## config.mk

```make
export PLATFORM = sky130hd
export DESIGN_NAME = version_string_parse_compare
export DESIGN_NICKNAME = d
export VERILOG_FILES = /design/src/sv/vspc_pkg.sv /design/src/sv/vspc_parse.sv /design/src/sv/vspc_compare.sv /design/src/sv/version_string_parse_compare.sv
export SDC_FILE = /design/constraint.sdc
export NUM_CORES = 1
export LEC_CHECK = 0
export BUFFER_PORTS_ARGS = -buffer_cell sky130_fd_sc_hd__buf_2
export CAP_MARGIN = 30
export CORE_ASPECT_RATIO = 0.5
export CORE_UTILIZATION = 66
export CTS_CLUSTER_SIZE = 25
export DETAILED_ROUTE_END_ITERATION = 10
export HOLD_SLACK_MARGIN = 0.05
export PLACE_DENSITY = 0.86
export SLEW_MARGIN = 10
export SYNTH_ARGS = -nofsm -noshare
export SYNTH_HDL_FRONTEND = slang
export SYNTH_HIERARCHICAL = 1
export SYNTH_SLANG_ARGS = --single-unit
```

## constraint.sdc

```tcl
create_clock -name i_clk -period 16.1 [get_ports i_clk]
set_clock_uncertainty 0.05 [all_clocks]
set_input_delay 0.805 -clock i_clk [delete_from_list [all_inputs] [get_ports i_clk]]
set_output_delay 0.805 -clock i_clk [all_outputs]
set_load 0.005 [all_outputs]
```

## src/sv/vspc_pkg.sv

```systemverilog
// Package for the version string parse and compare block.
// Types, parse phases, error codes, character codes and register indexes.
// No dependencies.
package vspc_pkg;

    localparam int PART_W = 16;
    localparam int ACC_W  = 20;

    typedef logic [2:0] t_phase;
    typedef logic [2:0] t_err;
    typedef logic [7:0] t_char;
    typedef logic [PART_W-1:0] t_part;

    localparam t_phase PH_LEAD       = 3'd0;
    localparam t_phase PH_AFTER_V    = 3'd1;
    localparam t_phase PH_NEED_DIGIT = 3'd2;
    localparam t_phase PH_DIGITS     = 3'd3;
    localparam t_phase PH_TRAIL      = 3'd4;

    localparam t_err ERR_NONE     = 3'd0;
    localparam t_err ERR_DIGIT    = 3'd1;
    localparam t_err ERR_OVERFLOW = 3'd2;
    localparam t_err ERR_DOT      = 3'd3;
    localparam t_err ERR_TRAILING = 3'd4;

    localparam t_char CH_NUL   = 8'h00;
    localparam t_char CH_TAB   = 8'h09;
    localparam t_char CH_LF    = 8'h0A;
    localparam t_char CH_CR    = 8'h0D;
    localparam t_char CH_SPACE = 8'h20;
    localparam t_char CH_DOT   = 8'h2E;
    localparam t_char CH_ZERO  = 8'h30;
    localparam t_char CH_NINE  = 8'h39;
    localparam t_char CH_UPPER_V = 8'h56;
    localparam t_char CH_LOWER_V = 8'h76;

    localparam logic [ACC_W-1:0] PART_MAX = 20'd65535;

    localparam logic [2:0] REG_RUN_MAJOR = 3'd0;
    localparam logic [2:0] REG_RUN_MINOR = 3'd1;
    localparam logic [2:0] REG_RUN_PATCH = 3'd2;
    localparam logic [2:0] REG_EXP_MAJOR = 3'd3;
    localparam logic [2:0] REG_EXP_MINOR = 3'd4;
    localparam logic [2:0] REG_EXP_PATCH = 3'd5;
    localparam logic [2:0] REG_TRIM      = 3'd6;

    localparam int OUT_DATA_W = 56;

    typedef struct packed {
        logic  valid_res;
        t_err  error_code;
        t_part major;
        t_part minor;
        t_part patch;
    } t_parse_res;

    typedef struct packed {
        t_part run_major;
        t_part run_minor;
        t_part run_patch;
        t_part exp_major;
        t_part exp_minor;
        t_part exp_patch;
        logic  trim;
    } t_cfg;

    function automatic logic is_trim_char(input t_char c);
        return (c == CH_LF) || (c == CH_CR) || (c == CH_SPACE) || (c == CH_TAB);
    endfunction

    // error raised when the string ends in the given phase
    function automatic t_err end_error(input t_phase ph, input logic [1:0] idx);
        t_err e;
        e = ERR_NONE;
        case (ph)
            PH_DIGITS: begin
                if (idx < 2'd2) e = ERR_DOT;
            end
            PH_TRAIL: e = ERR_NONE;
            default: e = ERR_DIGIT;
        endcase
        return e;
    endfunction

endpackage

```

## src/sv/vspc_parse.sv

```systemverilog
// Character parser: per-character state update and end-of-string evaluation.
// Holds the parse state and a one-entry register for the finished result.
// Depends on vspc_pkg.
module vspc_parse (
    input  logic                 i_clk,
    input  logic                 i_rst_n,
    input  logic                 i_in_valid,
    input  vspc_pkg::t_char      i_char,
    input  logic                 i_last,
    input  logic                 i_trim,
    input  logic                 i_res_take,
    output logic                 o_consume,
    output logic                 o_res_valid,
    output vspc_pkg::t_parse_res o_res
);
    import vspc_pkg::*;

    t_phase          r_phase;
    logic [1:0]      r_idx;
    t_part           r_acc;
    t_part           r_first;
    t_part           r_second;
    t_err            r_err;
    logic            r_ended;
    logic            r_res_valid;
    t_parse_res      r_res;

    t_phase          n_phase;
    logic [1:0]      n_idx;
    t_part           n_acc;
    t_part           n_first;
    t_part           n_second;
    t_err            n_err;
    logic            n_ended;
    t_parse_res      n_res;

    logic            digit;
    logic [ACC_W-1:0] acc_ext;
    logic [ACC_W-1:0] acc_next;
    logic            res_free;

    assign digit    = (i_char >= CH_ZERO) && (i_char <= CH_NINE);
    assign acc_ext  = {{(ACC_W-PART_W){1'b0}}, r_acc};
    assign acc_next = (acc_ext << 3) + (acc_ext << 1)
                    + {{(ACC_W-8){1'b0}}, i_char - CH_ZERO};

    always_comb begin
        n_phase  = r_phase;
        n_idx    = r_idx;
        n_acc    = r_acc;
        n_first  = r_first;
        n_second = r_second;
        n_err    = r_err;
        n_ended  = r_ended;

        if (!r_ended && r_err == ERR_NONE) begin
            if (i_char == CH_NUL) begin
                n_ended = 1'b1;
                n_err   = end_error(r_phase, r_idx);
            end else begin
                case (r_phase)
                    PH_LEAD, PH_AFTER_V, PH_NEED_DIGIT: begin
                        if (r_phase == PH_LEAD && i_char == CH_SPACE) begin
                            n_phase = PH_LEAD;
                        end else if (r_phase == PH_LEAD &&
                                     (i_char == CH_LOWER_V || i_char == CH_UPPER_V)) begin
                            n_phase = PH_AFTER_V;
                        end else if (digit) begin
                            if (acc_next > PART_MAX) begin
                                n_err = ERR_OVERFLOW;
                            end else begin
                                n_acc   = acc_next[PART_W-1:0];
                                n_phase = PH_DIGITS;
                            end
                        end else begin
                            n_err = ERR_DIGIT;
                        end
                    end
                    PH_DIGITS: begin
                        if (digit) begin
                            if (acc_next > PART_MAX) begin
                                n_err = ERR_OVERFLOW;
                            end else begin
                                n_acc = acc_next[PART_W-1:0];
                            end
                        end else if (i_char == CH_DOT && r_idx < 2'd2) begin
                            if (r_idx == 2'd0) n_first = r_acc;
                            else n_second = r_acc;
                            n_idx   = r_idx + 2'd1;
                            n_acc   = '0;
                            n_phase = PH_NEED_DIGIT;
                        end else if (r_idx < 2'd2) begin
                            n_err = ERR_DOT;
                        end else if (i_trim && is_trim_char(i_char)) begin
                            n_phase = PH_TRAIL;
                        end else begin
                            n_err = ERR_TRAILING;
                        end
                    end
                    PH_TRAIL: begin
                        if (!is_trim_char(i_char)) n_err = ERR_TRAILING;
                    end
                    default: n_err = ERR_TRAILING;
                endcase
            end
        end

        // final character: close the string after it
        if (i_last && !n_ended && n_err == ERR_NONE) begin
            n_err = end_error(n_phase, n_idx);
        end

        n_res.valid_res  = (n_err == ERR_NONE);
        n_res.error_code = n_err;
        n_res.major      = n_res.valid_res ? n_first  : '0;
        n_res.minor      = n_res.valid_res ? n_second : '0;
        n_res.patch      = n_res.valid_res ? n_acc    : '0;
    end

    assign res_free  = !r_res_valid || i_res_take;
    assign o_consume = i_in_valid && (!i_last || res_free);

    always_ff @(posedge i_clk) begin
        if (!i_rst_n) begin
            r_phase  <= PH_LEAD;
            r_idx    <= '0;
            r_acc    <= '0;
            r_first  <= '0;
            r_second <= '0;
            r_err    <= ERR_NONE;
            r_ended  <= 1'b0;
        end else if (o_consume) begin
            if (i_last) begin
                r_phase  <= PH_LEAD;
                r_idx    <= '0;
                r_acc    <= '0;
                r_first  <= '0;
                r_second <= '0;
                r_err    <= ERR_NONE;
                r_ended  <= 1'b0;
            end else begin
                r_phase  <= n_phase;
                r_idx    <= n_idx;
                r_acc    <= n_acc;
                r_first  <= n_first;
                r_second <= n_second;
                r_err    <= n_err;
                r_ended  <= n_ended;
            end
        end
    end

    always_ff @(posedge i_clk) begin
        if (!i_rst_n) begin
            r_res_valid <= 1'b0;
        end else if (o_consume && i_last) begin
            r_res_valid <= 1'b1;
        end else if (i_res_take) begin
            r_res_valid <= 1'b0;
        end
    end

    always_ff @(posedge i_clk) begin
        if (o_consume && i_last) r_res <= n_res;
    end

    assign o_res_valid = r_res_valid;
    assign o_res       = r_res;

endmodule

```

## src/sv/vspc_compare.sv

```systemverilog
// Compare stage: checks the parsed version against the running and expected
// versions and holds the result request in the output register.
// Depends on vspc_pkg.
module vspc_compare (
    input  logic                         i_clk,
    input  logic                         i_rst_n,
    input  logic                         i_res_valid,
    input  vspc_pkg::t_parse_res         i_res,
    input  vspc_pkg::t_cfg               i_cfg,
    output logic                         o_res_take,
    output logic                         o_m_tvalid,
    input  logic                         i_m_tready,
    output logic [vspc_pkg::OUT_DATA_W-1:0] o_m_tdata
);
    import vspc_pkg::*;

    logic                  r_out_valid;
    logic [OUT_DATA_W-1:0] r_out_data;
    logic [OUT_DATA_W-1:0] n_out_data;
    logic                  newer;
    logic                  same;

    always_comb begin
        if (i_res.major != i_cfg.run_major) begin
            newer = i_res.major > i_cfg.run_major;
        end else if (i_res.minor != i_cfg.run_minor) begin
            newer = i_res.minor > i_cfg.run_minor;
        end else begin
            newer = i_res.patch > i_cfg.run_patch;
        end
        same = (i_res.major == i_cfg.exp_major) && (i_res.minor == i_cfg.exp_minor)
            && (i_res.patch == i_cfg.exp_patch);
        n_out_data = {2'b00, i_res.error_code, i_res.valid_res && same,
                      i_res.valid_res && newer, i_res.patch, i_res.minor,
                      i_res.major, i_res.valid_res};
    end

    assign o_res_take = i_res_valid && (!r_out_valid || i_m_tready);

    always_ff @(posedge i_clk) begin
        if (!i_rst_n) begin
            r_out_valid <= 1'b0;
        end else if (o_res_take) begin
            r_out_valid <= 1'b1;
        end else if (i_m_tready) begin
            r_out_valid <= 1'b0;
        end
    end

    always_ff @(posedge i_clk) begin
        if (o_res_take) r_out_data <= n_out_data;
    end

    assign o_m_tvalid = r_out_valid;
    assign o_m_tdata  = r_out_data;

endmodule

```

## src/sv/version_string_parse_compare.sv

```systemverilog
// Top level of the version string parse and compare block.
// Input register, configuration registers, parser and compare stages.
// Depends on vspc_pkg, vspc_parse and vspc_compare.
//
// The block takes a version string one character per request and, on the
// character marked by tlast, returns one result request: valid flag, the
// three parts, newer-than-running and same-as-expected flags and an error
// code. One character is taken every clock cycle unless the input stalls;
// the rate is set by the parser's per-character update (multiply by ten,
// add, range check), which is combinational. The final character goes
// via the input, parser result and output registers. While one result
// waits at the output, the next string can complete behind it; only a
// third final character stalls the input until the output side takes one.
module version_string_parse_compare (
    input  logic        i_clk,
    input  logic        i_rst_n,
    input  logic        i_s_tvalid,
    output logic        o_s_tready,
    input  logic [7:0]  i_s_tdata,   // [7:0] char_code
    input  logic        i_s_tlast,
    output logic        o_m_tvalid,
    input  logic        i_m_tready,
    // [0] valid_res, [16:1] major, [32:17] minor, [48:33] patch,
    // [49] is_newer, [50] is_same, [53:51] error_code, [55:54] zero
    output logic [55:0] o_m_tdata,
    input  logic        i_cfg_valid,
    output logic        o_cfg_ready,
    input  logic [2:0]  i_cfg_index,
    input  logic [15:0] i_cfg_data
);
    import vspc_pkg::*;

    logic       r_in_valid;
    t_char      r_in_char;
    logic       r_in_last;
    t_cfg       r_cfg;

    logic       consume;
    logic       res_valid;
    logic       res_take;
    t_parse_res res;

    assign o_s_tready  = !r_in_valid || consume;
    assign o_cfg_ready = 1'b1;

    always_ff @(posedge i_clk) begin
        if (!i_rst_n) begin
            r_in_valid <= 1'b0;
        end else if (o_s_tready) begin
            r_in_valid <= i_s_tvalid;
        end
    end

    always_ff @(posedge i_clk) begin
        if (o_s_tready && i_s_tvalid) begin
            r_in_char <= i_s_tdata;
            r_in_last <= i_s_tlast;
        end
    end

    always_ff @(posedge i_clk) begin
        if (!i_rst_n) begin
            r_cfg.run_major <= '0;
            r_cfg.run_minor <= '0;
            r_cfg.run_patch <= '0;
            r_cfg.exp_major <= '0;
            r_cfg.exp_minor <= '0;
            r_cfg.exp_patch <= '0;
            r_cfg.trim      <= 1'b1;
        end else if (i_cfg_valid && o_cfg_ready) begin
            case (i_cfg_index)
                REG_RUN_MAJOR: r_cfg.run_major <= i_cfg_data;
                REG_RUN_MINOR: r_cfg.run_minor <= i_cfg_data;
                REG_RUN_PATCH: r_cfg.run_patch <= i_cfg_data;
                REG_EXP_MAJOR: r_cfg.exp_major <= i_cfg_data;
                REG_EXP_MINOR: r_cfg.exp_minor <= i_cfg_data;
                REG_EXP_PATCH: r_cfg.exp_patch <= i_cfg_data;
                REG_TRIM:      r_cfg.trim      <= i_cfg_data[0];
                default: ;
            endcase
        end
    end

    vspc_parse u_parse (
        .i_clk       (i_clk),
        .i_rst_n     (i_rst_n),
        .i_in_valid  (r_in_valid),
        .i_char      (r_in_char),
        .i_last      (r_in_last),
        .i_trim      (r_cfg.trim),
        .i_res_take  (res_take),
        .o_consume   (consume),
        .o_res_valid (res_valid),
        .o_res       (res)
    );

    vspc_compare u_compare (
        .i_clk       (i_clk),
        .i_rst_n     (i_rst_n),
        .i_res_valid (res_valid),
        .i_res       (res),
        .i_cfg       (r_cfg),
        .o_res_take  (res_take),
        .o_m_tvalid  (o_m_tvalid),
        .i_m_tready  (i_m_tready),
        .o_m_tdata   (o_m_tdata)
    );

endmodule

```

-- Word-level counts from Yosys, hierarchy flattened
Cells that the tools add are included.
- add/sub/neg operators: 4
- magnitude comparators: 8
- equal/unequal tests: 24
- mux-type cells: 69
- reduce and logical (&&, ||, !) cells: 47
- operators with widths (operator ; count):
    2-to-1 mux 16 bit ; 23
    2-to-1 mux 3 bit ; 24
    equality test 16 bit ; 3
    > comparator 16 bit ; 3
    != test 16 bit ; 2
    case mux 16 bit (2 select lines) ; 1
    equality test 8 x 4 -> 1 bit, second input constant ; 3
    adder 19 x 17 -> 20 bit ; 1
    adder 20 x 8 -> 20 bit ; 1
    > comparator 20 x 16 -> 1 bit, second input constant ; 1
    equality test 8 x 6 -> 1 bit, second input constant ; 2
    equality test 8 x 7 -> 1 bit, second input constant ; 2
    logical AND 1 bit ; 16
    2-to-1 mux 2 bit ; 8
    equality test 3 x 2 -> 1 bit, second input constant ; 5
    equality test 3 bit, second input constant ; 5
    zero test 3 bit ; 5
    AND reduction 2 bit ; 7
    2-to-1 mux 1 bit ; 9
    case mux 3 bit (3 select lines) ; 1
    >= comparator 8 x 6 -> 1 bit, second input constant ; 1
    <= comparator 8 x 6 -> 1 bit, second input constant ; 1
    zero test 8 bit ; 1
    logical OR 1 bit ; 8
    10 further kinds ; 19
- register bits after elaboration: 272
- output and inout bits: 59
- logic and storage cells: 177

-- Depth between registers and ports, before layout
Gate-level depths: netlist of the first run.
- depth in word-level cells: 16
- mapped depth: 16
- gate-level depth less buffers: 13

-- Modules after synthesis
Netlist of the first run, hierarchy kept.
- modules (own cells, without submodules) (module ; instances ; cells each ; area each (um^2) ; sequential area each (um^2)):
    vspc_parse ; 1 ; 641 ; 6074.6 ; 2722.6
    version_string_parse_compare ; 1 ; 356 ; 3936.3 ; 2232.1
    vspc_compare ; 1 ; 296 ; 3432.0 ; 1641.6

-- Least setup slack after synthesis of the first run
OpenSTA, ideal clock, no wires.
- path kind: input port to flip-flop
- start point: input port i_m_tready
- end point: register u_parse.r_res (netlist bit u_parse/o_res[0]) (enable)
- library setup time: 407 ps
- data arrival time: 5119 ps
- required time: 15643 ps
- setup slack: 10523 ps
- cell stages on the path: 9
- path buffers: 1
- cell sequence: nor2b_1 -> nor2b_1 -> nor2b_1 -> nand2_1 -> nand2_1 -> clkbuf_1 -> clkinv_1 -> nand2_1 -> inv_1
- word-level cells in the longest chain between the ends: 6
- ends and longest elaborated chain (element ; RTL line ; text):
    start: declaration ; version_string_parse_compare.sv:22 ; input logic i_m_tready,
    logical OR 1 bit ; vspc_compare.sv:38 ; assign o_res_take = i_res_valid && (!r_out_valid || i_m_tready);
    logical AND 1 bit ; vspc_compare.sv:38 ;
    via res_take ; version_string_parse_compare.sv:40 ; logic res_take;
    logical OR 1 bit ; vspc_parse.sv:120 ; assign res_free = !r_res_valid || i_res_take;
    logical OR 1 bit ; vspc_parse.sv:121 ; assign o_consume = i_in_valid && (!i_last || res_free);
    logical AND 1 bit ; vspc_parse.sv:121 ;
    via consume ; version_string_parse_compare.sv:38 ; logic consume;
    logical AND 1 bit ; vspc_parse.sv:164 ; if (o_consume && i_last) r_res <= n_res;
    end signal: assignment ; vspc_parse.sv:164 ;
    end: declaration ; vspc_parse.sv:26 ; t_parse_res r_res;
The timed path passes the listed nets, and every way through them passes these cells.
A chain may end at the register's enable or synchronous reset.

-- Worst setup path in the final report of the first run
- start point: register u_parse.r_acc[2]
- end point: register u_parse.r_acc[3]
- word-level cells in the longest chain between the ends: 11
- ends and longest elaborated chain (element ; RTL line ; text):
    start: declaration ; vspc_parse.sv:20 ; t_part r_acc;
    start signal: assignment ; vspc_parse.sv:144 ; r_acc <= n_acc;
    adder 19 x 17 -> 20 bit * ; vspc_parse.sv:44 ; assign acc_next = (acc_ext << 3) + (acc_ext << 1)
    adder 20 x 8 -> 20 bit * ; vspc_parse.sv:45 ; + {{(ACC_W-8){1'b0}}, i_char - CH_ZERO};
    > comparator 20 x 16 -> 1 bit ; vspc_parse.sv:69, vspc_parse.sv:81 ;
    2-to-1 mux 16 bit * ; vspc_parse.sv:69, vspc_parse.sv:81 ;
    2-to-1 mux 16 bit ; vspc_parse.sv:68 ; end else if (digit) begin
    2-to-1 mux 16 bit ; vspc_parse.sv:65 ; end else if (r_phase == PH_LEAD &&
    2-to-1 mux 16 bit ; vspc_parse.sv:63 ; if (r_phase == PH_LEAD && i_char == CH_SPACE) begin
    case mux 16 bit (2 select lines) * ; vspc_parse.sv:61 ; case (r_phase)
    2-to-1 mux 16 bit * ; vspc_parse.sv:57 ; if (i_char == CH_NUL) begin
    2-to-1 mux 16 bit * ; vspc_parse.sv:56 ; if (!r_ended && r_err == ERR_NONE) begin
    2-to-1 mux 16 bit * ; vspc_parse.sv:133 ; if (i_last) begin
Mark *: on every way between the ends. The rest lies on a longest branch, timed or not.

==> results of run 1 <==
[synth_stat cells, drive strengths merged, types with 6 or more instances]
cell | number | area [um2]
nand2 | 230 | 866
dfxtp | 157 | 3140
edfxtp | 115 | 3450
mux2i | 101 | 1010
a21oi | 82 | 448
ha | 80 | 1000
inv | 68 | 255
xor2 | 52 | 455
nor2 | 43 | 166
a22o | 37 | 324
buf | 35 | 272
o21ai | 34 | 170
clkbuf | 26 | 98.8
nand3 | 22 | 115
nor4 | 21 | 146
nor3 | 20 | 100
nor2b | 15 | 93.8
a21o | 11 | 82.6
o21a | 11 | 82.6
nand4 | 10 | 77.6
xnor2 | 10 | 87.6
and2 | 8 | 50.1
o211ai | 7 | 57.6
a211oi | 6 | 45.0
a31oi | 6 | 37.5
and3 | 6 | 38.8
fa | 6 | 120
[per-layer routing]
layer | wire length, um | up-vias | part of all wire, % | global-route usage [%]
met5 | 0 | - | 0 | 0
met4 | 1140 | 0 | 3.2 | 12.2
met3 | 3620 | 104 | 10 | 4.84
met2 | 15700 | 660 | 45 | 54.5
met1 | 14800 | 5026 | 42 | 47.4
li1 | - | 4723 | - | -
[report_power, final]
part	switching, mW	leakage, nW	internal [mW]
sequential	0.0174	2.34	0.736
clock	0.256	0.390	0.327
combinational	0.0647	3.29	0.0351
total	0.338	6.01	1.10
[state kept, by name, summed over array words and instances, names as in the netlist]
signal	count
r_in_last	1
u_compare/o_m_tdata	54
u_parse/r_phase	3
u_parse/r_second	16
u_parse/r_first	16
u_parse/o_res_valid	1
u_parse/r_err	3
u_parse/r_acc	16
r_cfg	97
u_parse/o_res	52
u_compare/o_m_tvalid	1
r_in_char	8
u_parse/r_ended	1
r_in_valid	1
u_parse/r_idx	2
[worst max path at each step]
stage	from	to	slack, ns
global placement	r_in_char[3]	u_parse/r_acc[3]	11.42
detailed placement	r_in_char[3]	u_parse/r_acc[6]	11.20
CTS	r_in_char[3]	u_parse/r_acc[2]	11.16
floorplan	i_m_tready	u_parse/o_res[0]	10.52
global route	u_parse/r_acc[2]	u_parse/r_acc[1]	10.84
finish	u_parse/r_acc[2]	u_parse/r_acc[3]	11.07
[per-stage QoR]
step / instance area [um2] / hold slack [ns] / util, %
after floorplan: 13400 / 0.350 / -
after detailed placement: 14000 / 0.361 / 71.1
after CTS: 14800 / 0.375 / 75.2
after global routing: 14800 / 0.397 / 75.3
after global placement: 14000 / 0.352 / 70.9
final: 14800 / 0.375 / 75.3
[critical path: stages, from the launching register on]
cell	delay (ns)
dfxtp_1	0.55
inv_1	0.10
fa_1	0.55
inv_1	0.06
ha_1	0.31
a211oi_1	0.41
o21ai_1	0.18
a21boi_1	0.33
o311ai_2	0.13
xnor2_1	0.18
or3_1	0.52
nor2_1	0.81
o21ai_0	0.44
a22o_1	0.28
[final cells by class]
| class | count | share of cell area (%) |
|---|---|---|
| inverters | 69 | 1.75 |
| clock inverters | 8 | 0.549 |
| repair buffers | 102 | 3.94 |
| flip-flops and latches | 272 | 44.5 |
| well taps | 266 | 2.25 |
| multi-input cells | 892 | 42.2 |
| clock buffers | 36 | 4.84 |
[logic make-up after synthesis]
| kind of cell | Yosys count | share of synthesized area [%] |
|---|---|---|
| mux | 101 | 7.52 |
| compound gates | 234 | 12.1 |
| xor+xnor | 62 | 4.04 |
| simple gates | 406 | 14.2 |
| other cells | 2 | 0.0559 |
| flops | 272 | 49.1 |
| fa+ha+maj | 86 | 8.34 |
| buf+inv | 130 | 4.68 |
==> metrics.cfg, run 1 <==
[worst_setup_path]
r2r_start = u_parse/r_acc[2]
rrSetupSlack_ns = 11.07
start_kind = register
end_kind = register
arrival_ns = 5.39
worstReg2RegEnd = u_parse/r_acc[3]
worstSetupPathType = reg2reg
crit_required_ns = 16.46
cp_max_fo = 12
worstRegToRegCells = 13

[clock_tree]
cts.repair.resized = 0
clkLatencyLatePin_ns = 0.52
cts_buffers = 24
hold_buffers = 0
cts_tree = done
clk_pin_slew_ns = 0.07
cts_num_sinks = 272
post_cts.repair.setup_buffers = 0
cts_root_buf = clkbuf_16
cts_buffer_depth = 3
htreeDepth = 1

[sta]
finalHoldViolations = 0
final-max-slew-violation-count = 0
post-route-period-util_pct = 31.2
fmax_mhz = 199
layout_setup_ws_ns = 11.07
rsz0062_at_grt = false
tightest_slew_ns = 0.965
period_needed_ns = 5.03
tns_ns = 0
slew_headroom_pct = 35.4
setup_violations = 0

[place]
dpl.cell_count = 1600
post-place-ws_ns = 11.20
io_buffers = 88
dp_hpwl_mm = 24.8
gp_congestion = 0.947

[pwr]
ir_worst_vdd_mv = 0.0582
leakage_nw = 6.01
p_per_area_nw_per_um2 = 97.0
p_total_mw = 1.44

[floorplan]
fp.dieH_um = 103
initial_utilization_pct = 68.3
core_area_um2 = 19700
die_w_um = 204
pin_count = 92
num_rows = 36
die_area_um2 = 21000

[global_route]
grt_pass1_vias = 9854
overflow = 0
antenna_found_initial = 0
grt_pass1_wl_mm = 54.0
grt_max_degree = 78
track_usage_pct = 33.9

[detailed_routing]
ant_nets = 0
wl_per_cell_um = 21.5
drc = 0
firstDrtPassIters = 5
viasPerCell = 6.39
vias = 10500
drt_iter0_markers = 1264
wirelength_mm = 35.3

[final_layout]
final_common_cell = nand2_1
final_cells = 1645
multi_input_area_um2 = 6250
drive_above_1_share_pct = 12.3
num_antenna_cells = 0
nets = 1480
regArea_um2 = 6600
synthToLayoutAreaGrowth_pct = 10.2
mostFrequentLayoutCells = 229 x nand2_1, 157 x dfxtp_1, 115 x edfxtp_1, 101 x mux2i_1, 87 x buf_2
nFillCells = 1243

[synth]
avgSynthCellArea_um2 = 10.4
synth_area_um2 = 13400
ys_seq_elements = 272
postSynthCellCount = 1293
ys_warn_count = 6
seq_area_frac_synth_pct = 49.1
synth-main-ff-cell = dfxtp_1
netlist-cell-type-count = 83
async_flop_share_pct = 0
synth-edff-count = 115

[min_path]
holdCritStartpoint = u_parse/o_res[50]
hold-path-cell-count = 0
min_to = u_compare/o_m_tdata[53]
hold_path_class = reg2reg

[status]
status = complete, no violations

[run]
maxCapViolations = 0

No activity file was read; power rests on OpenSTA's default activity.
==> inputs of run 2 (changes only) <==
- CORE_UTILIZATION: 66 -> 61
- PLACE_DENSITY: 0.86 -> 0.8
- clock period: 16.1 -> 4.8 ns (I/O delays scaled with it)
==> run 2 against run 1 <==
  * Clock-buffer cell count fell by 1
  * Global-route usage down 2.2 points
  * First-iteration DRC count shrank 19%
  * Total power increased to 3.4 times the previous value
  * Utilization is 3.9 points lower
  * Cell area grew 1.5%
  * Clock power increased to 3.4 times the previous value
  * Critical path depth increased by 1
  * Setup slack lost 11 ns
  * Hold slack worse by 0.29 ns
  * Largest cell class unchanged
  * Largest power group unchanged
==> metrics.cfg, run 2 (synthesis gave the netlist of run 1 again) <==
[status]
status = complete, no violations

[run]
maxCapViolations = 0  ; unchanged

[worst_setup_path]
worstRegToRegCells = 14  ; +1
start_kind = register
end_kind = register
cp_max_fo = 12  ; unchanged
worstSetupPathType = reg2reg
arrival_ns = 4.94  ; -0.45 ns
crit_required_ns = 5.23  ; -11.23 ns

[floorplan]
num_rows = 37  ; +2.8%
fp.dieH_um = 107  ; +3.9%
die_w_um = 212  ; +4.0%
pin_count = 92  ; unchanged
core_area_um2 = 21100  ; +7.0%
initial_utilization_pct = 63.8  ; -4.5 points
die_area_um2 = 22700  ; +8.1%

[clock_tree]
hold_buffers = 13  ; +13
cts.repair.resized = 0  ; unchanged
clkLatencyLatePin_ns = 0.55  ; +0.03 ns
htreeDepth = 1  ; unchanged
post_cts.repair.setup_buffers = 0  ; unchanged
clk_pin_slew_ns = 0.07  ; about the same
cts_tree = done
cts_buffer_depth = 3  ; unchanged
cts_num_sinks = 272  ; unchanged
cts_root_buf = clkbuf_16
cts_buffers = 24  ; unchanged

[sta]
setup_violations = 0  ; unchanged
tns_ns = 0  ; unchanged
slew_headroom_pct = 49.1  ; +14 points
rsz0062_at_grt = false
post-route-period-util_pct = 94.1  ; +63 points
tightest_slew_ns = 0.764  ; -0.201 ns
fmax_mhz = 221  ; +11%
layout_setup_ws_ns = 0.282  ; -10.79 ns
finalHoldViolations = 0  ; unchanged
final-max-slew-violation-count = 0  ; unchanged
period_needed_ns = 4.52  ; -0.513 ns

[global_route]
antenna_found_initial = 0  ; unchanged
grt_max_degree = 72  ; -7.7%
grt_pass1_vias = 10000  ; +1.9%
grt_pass1_wl_mm = 54.7  ; +1.3%
track_usage_pct = 31.7  ; -2.2 points
overflow = 0  ; unchanged

[final_layout]
final_common_cell = nand2_1
nets = 1500  ; +1.4%
drive_above_1_share_pct = 12.7  ; +0.40 points
nFillCells = 1481  ; +19%
mostFrequentLayoutCells = 229 x nand2_1, 157 x dfxtp_1, 115 x edfxtp_1, 101 x mux2i_1, 87 x buf_2
regMostFlops = r_cfg
final_area_um2 = 15000  ; +1.5%
synthToLayoutAreaGrowth_pct = 11.8
num_antenna_cells = 0  ; unchanged
largest_reg_flops = 97  ; unchanged

[place]
post-place-ws_ns = 0.381  ; -10.82 ns
gp_congestion = 0.917  ; -3.2%
io_buffers = 88  ; unchanged
dp_hpwl_mm = 24.9  ; +0.44%
dpl_cell_area_um2 = 14100  ; +0.59%

[detailed_routing]
firstDrtPassIters = 7  ; +2
ant_nets = 0  ; unchanged
wirelength_mm = 34.9  ; -1.2%
vias = 10400  ; -1.4%
drc = 0  ; unchanged
wl_per_cell_um = 20.6  ; -3.9%
viasPerCell = 6.13  ; -4.1%
drt_iter0_markers = 1028  ; -19%

[pwr]
p_per_area_nw_per_um2 = 322  ; +230%
p_comb_share_pct = 7.2  ; +0.3 points
p_switching_mw = 1.15  ; +240%
p_sw_share_pct = 23.8  ; +0.28 points
leakage_nw = 6.10  ; +1.5%
seqPwrFrac_pct = 52.2  ; -0.3 points
clkPwrFrac_pct = 40.5  ; about the same
ir_worst_vdd_mv = 0.279  ; +380%
p_int_mw = 3.69  ; +240%

[min_path]
hold_path_class = in2reg
hold-path-cell-count = 3  ; +3

-- run 2: cell types whose count changed in the layout (fill, tap and decap cells not counted), moves of 2 or more --
cell / change
buf_6: -2
dlygate4sd3_1: +13
clkinv_4: +2
buf_12: +2
buf_4: +8
-- run 2: area by class of cell --
type                    count  area (um2)  share of cell area, %
multi-input cells         892        6250                   41.5
repair buffers            122         763                   5.08
clock buffers              35         703                   4.68
flip-flops and latches    272        6600                   43.9
clock inverters             9         101                  0.674
inverters                  69         259                   1.72
well taps                 292         365                   2.43
-- run 2: worst paths after layout --
check                     from                       to  slack [ns]
max           u_parse/r_acc[2]         u_parse/r_acc[1]        0.28
min             i_cfg_data[13]                r_cfg[46]        0.09
max reg2reg   u_parse/r_acc[2]         u_parse/r_acc[1]        0.28
min reg2reg  u_parse/o_res[48]  u_compare/o_m_tdata[51]        0.37
-- run 2: worst max-delay path: stages (launching register included) --
cell	delay, ns
dfxtp_1	0.56
inv_1	0.12
fa_1	0.50
fa_1	0.46
nor2b_1	0.26
o31a_1	0.28
o2111ai_1	0.13
and4bb_2	0.25
o31ai_1	0.40
or3_1	0.27
buf_4	0.19
nor2_1	0.06
buf_4	0.18
o21ai_0	0.52
a22o_1	0.23
-- run 2: power by group through the flow --
stage	Combinational, mW	Sequential (mW)	Clock, mW
after global placement	0.320	2.57	0
after global routing	0.381	2.53	2.06
after detailed placement	0.333	2.58	0
final	0.350	2.53	1.96
after floorplan	0.226	2.56	0
after CTS	0.343	2.52	1.97
-- run 2: per-stage QoR --
step / hold WS, ns / util [%] / instances / total power [mW]
after floorplan: 0.289 / - / 1294 / 2.78
after CTS: 0.0692 / 71.3 / 1690 / 4.84
final: 0.0867 / 71.4 / 1691 / 4.84
after global routing: 0.107 / 71.4 / 1691 / 4.97
after global placement: 0.361 / 66.8 / 1632 / 2.89
after detailed placement: 0.355 / 66.9 / 1633 / 2.91
-- run 2: routing by layer --
metal	track usage, %	part of all wire [%]
met1	43.8	43
met2	50.8	45
met3	6.53	9.0
met4	8.49	2.5
met5	0	0
==> inputs of run 3 (changes only) <==
- clock period: 4.8 -> 4.25 ns (I/O delays scaled with it)
==> run 3 against run 2 <==
  * Hold slack worse by 0.019 ns
  * Total power is 20% higher
  * Register-to-register slack got worse by 0.18 ns
  * Sequential power rose by 13%
  * Critical path type unchanged
  * Sequential share of layout area shrank 1.1 points
  * Setup slack got worse by 0.18 ns
  * Cell area up 2.7%
  * Largest cell class unchanged
  * Die area did not move
  * Non-clock buffer count rose by 19
==> metrics.cfg, run 3 (synthesis gave the netlist of run 1 again) <==
[pwr]
ir_worst_vdd_mv = 0.259  ; -7.1%
leakage_nw = 6.34  ; +3.8%
p_per_area_nw_per_um2 = 376  ; +17%

[detailed_routing]
viasPerCell = 6.18  ; +0.88%
wl_per_cell_um = 21.2  ; +2.7%
wirelength_mm = 36.2  ; +3.8%
drc = 0  ; unchanged
vias = 10600  ; +2.0%
ant_nets = 0  ; unchanged
drt_iter0_markers = 1251  ; +22%
firstDrtPassIters = 6  ; -1

[clock_tree]
htreeDepth = 1  ; unchanged
cts_num_sinks = 272  ; unchanged
cts_root_buf = clkbuf_16
clkLatencyLatePin_ns = 0.54  ; about the same
cts_buffer_depth = 3  ; unchanged
cts_buffers = 24  ; unchanged
clk_pin_slew_ns = 0.07  ; about the same
cts_tree = done

[final_layout]
nets = 1519  ; +1.3%
drive_above_1_share_pct = 15.3  ; +2.7 points
synthToLayoutAreaGrowth_pct = 14.8
largest_reg_flops = 97  ; unchanged
mostFrequentLayoutCells = 229 x nand2_1, 157 x dfxtp_1, 115 x edfxtp_1, 101 x mux2i_1, 87 x buf_2
nFillCells = 1456  ; -1.7%
regMostFlops = r_cfg
multi_input_area_um2 = 6370  ; +2.0%
final_cells = 1710  ; +1.1%
regArea_um2 = 6600  ; unchanged
final_common_cell = nand2_1
final_area_um2 = 15400  ; +2.7%
num_antenna_cells = 0  ; unchanged

[floorplan]
fp.dieH_um = 107  ; unchanged
num_rows = 37  ; unchanged
pin_count = 92  ; unchanged
die_w_um = 212  ; unchanged
core_area_um2 = 21100  ; unchanged
initial_utilization_pct = 63.8  ; unchanged
die_area_um2 = 22700  ; unchanged

[sta]
tns_ns = 0  ; unchanged
hold_slack_ns = 0.0677  ; -0.0190 ns
fmax_mhz = 241  ; +8.8%
tightest_slew_ns = 0.728  ; -0.0358 ns
finalHoldViolations = 0  ; unchanged
period_needed_ns = 4.15  ; -0.367 ns
post-route-period-util_pct = 97.7  ; +3.6 points
final-max-slew-violation-count = 0  ; unchanged
setup_violations = 0  ; unchanged
layout_setup_ws_ns = 0.0982  ; -0.183 ns
slew_headroom_pct = 51.5  ; +2.4 points

[worst_setup_path]
start_kind = register
worstRegToRegCells = 15  ; +1
end_kind = register
rrSetupSlack_ns = 0.1  ; -0.18 ns
crit_required_ns = 4.48  ; -0.75 ns
crit_end = u_parse/o_res[16]
arrival_ns = 4.38  ; -0.56 ns
worstSetupPathType = reg2reg
crit_start = r_in_char[4]
r2r_start = r_in_char[4]
cp_max_fo = 32  ; +20
worstReg2RegEnd = u_parse/o_res[16]

[global_route]
grt_pass1_wl_mm = 55.1  ; +0.71%
grt_pass1_vias = 10200  ; +1.3%
grt_max_degree = 70  ; -2.8%
track_usage_pct = 32.0  ; +0.31 points
antenna_found_initial = 1  ; +1
overflow = 0  ; unchanged

[status]
status = complete, no violations

[place]
dpl.cell_count = 1648  ; +0.92%
post-place-ws_ns = 0.0186  ; -0.363 ns
io_buffers = 88  ; unchanged
dp_hpwl_mm = 25.6  ; +2.8%
gp_congestion = 0.935  ; +1.9%
dpl_cell_area_um2 = 14200  ; +0.99%

[min_path]
hold_path_class = in2reg

[run]
maxCapViolations = 0  ; unchanged

[run 3: cell types whose count changed in the layout (fill, tap and decap cells not counted), moves of 3 or more]
cell,change
clkbuf_1,-3
buf_4,+19
ha_4,+3
bufinv_16,+6
ha_1,-3
clkbuf_8,-3
[run 3: how the worst min path moves through the flow]
stage / endpoint / cells past startpoint / slack [ns] / from
6_report: r_cfg[30] / 3 / 0.07 / i_cfg_data[13]
5_1_grt: r_cfg[30] / 3 / 0.08 / i_cfg_data[13]
4_1_cts: r_cfg[30] / 3 / 0.05 / i_cfg_data[13]
3_5_place_dp: r_in_char[1] / 1 / 0.34 / i_s_tdata[1]
3_3_place_gp: r_in_last / 1 / 0.34 / i_s_tlast
2_1_floorplan: r_in_char[0] / 0 / 0.26 / i_s_tdata[0]
[run 3: power by group]
group | switching (mW) | total (mW) | internal, mW
clock | 0.995 | 2.52 | 1.53
combinational | 0.263 | 0.421 | 0.158
sequential | 0.0632 | 2.85 | 2.79
[run 3: per-stage QoR]
step / util (%) / total power [mW]
after global placement: 67.3 / 3.27
after CTS: 72.5 / 5.78
after detailed placement: 67.5 / 3.29
after global routing: 73.3 / 5.93
after floorplan: - / 3.14
final: 73.3 / 5.80
[run 3: critical path: stages, from the launching register on]
cell       delay [ns]
edfxtp_1         0.44
buf_4            0.18
ha_4             0.17
xnor2_2          0.15
fa_1             0.48
ha_4             0.31
o21a_1           0.12
o31a_1           0.25
o2111ai_1        0.13
and4bb_2         0.26
o31ai_2          0.38
nor4b_2          0.13
o21a_1           0.23
o211ai_4         0.28
buf_12           0.25
a21oi_1          0.07
[run 3: what timing repair did]
item	CTS	global route
setup buffers	0	5
pin swaps	0	8
setup endpoints to repair	2	60
hold endpoints to repair	12	0
hold buffers	13	0
resized for setup	1	21
[run 3: cell type report]
| type | instances | area share, % |
|---|---|---|
| sequential | 272 | 42.7 |
| inverter | 69 | 1.68 |
| timing repair buffer | 141 | 6.00 |
| tap | 292 | 2.37 |
| multi-input combinational | 892 | 41.3 |
| clock buffer | 29 | 4.21 |
| clock inverter | 15 | 1.73 |
[run 3: metal layers]
layer / global-route usage, % / share of wire, %
met1: 44.6 / 43
met2: 51.4 / 45
met3: 5.42 / 9.3
met4: 9.52 / 2.8
met5: 0 / 0
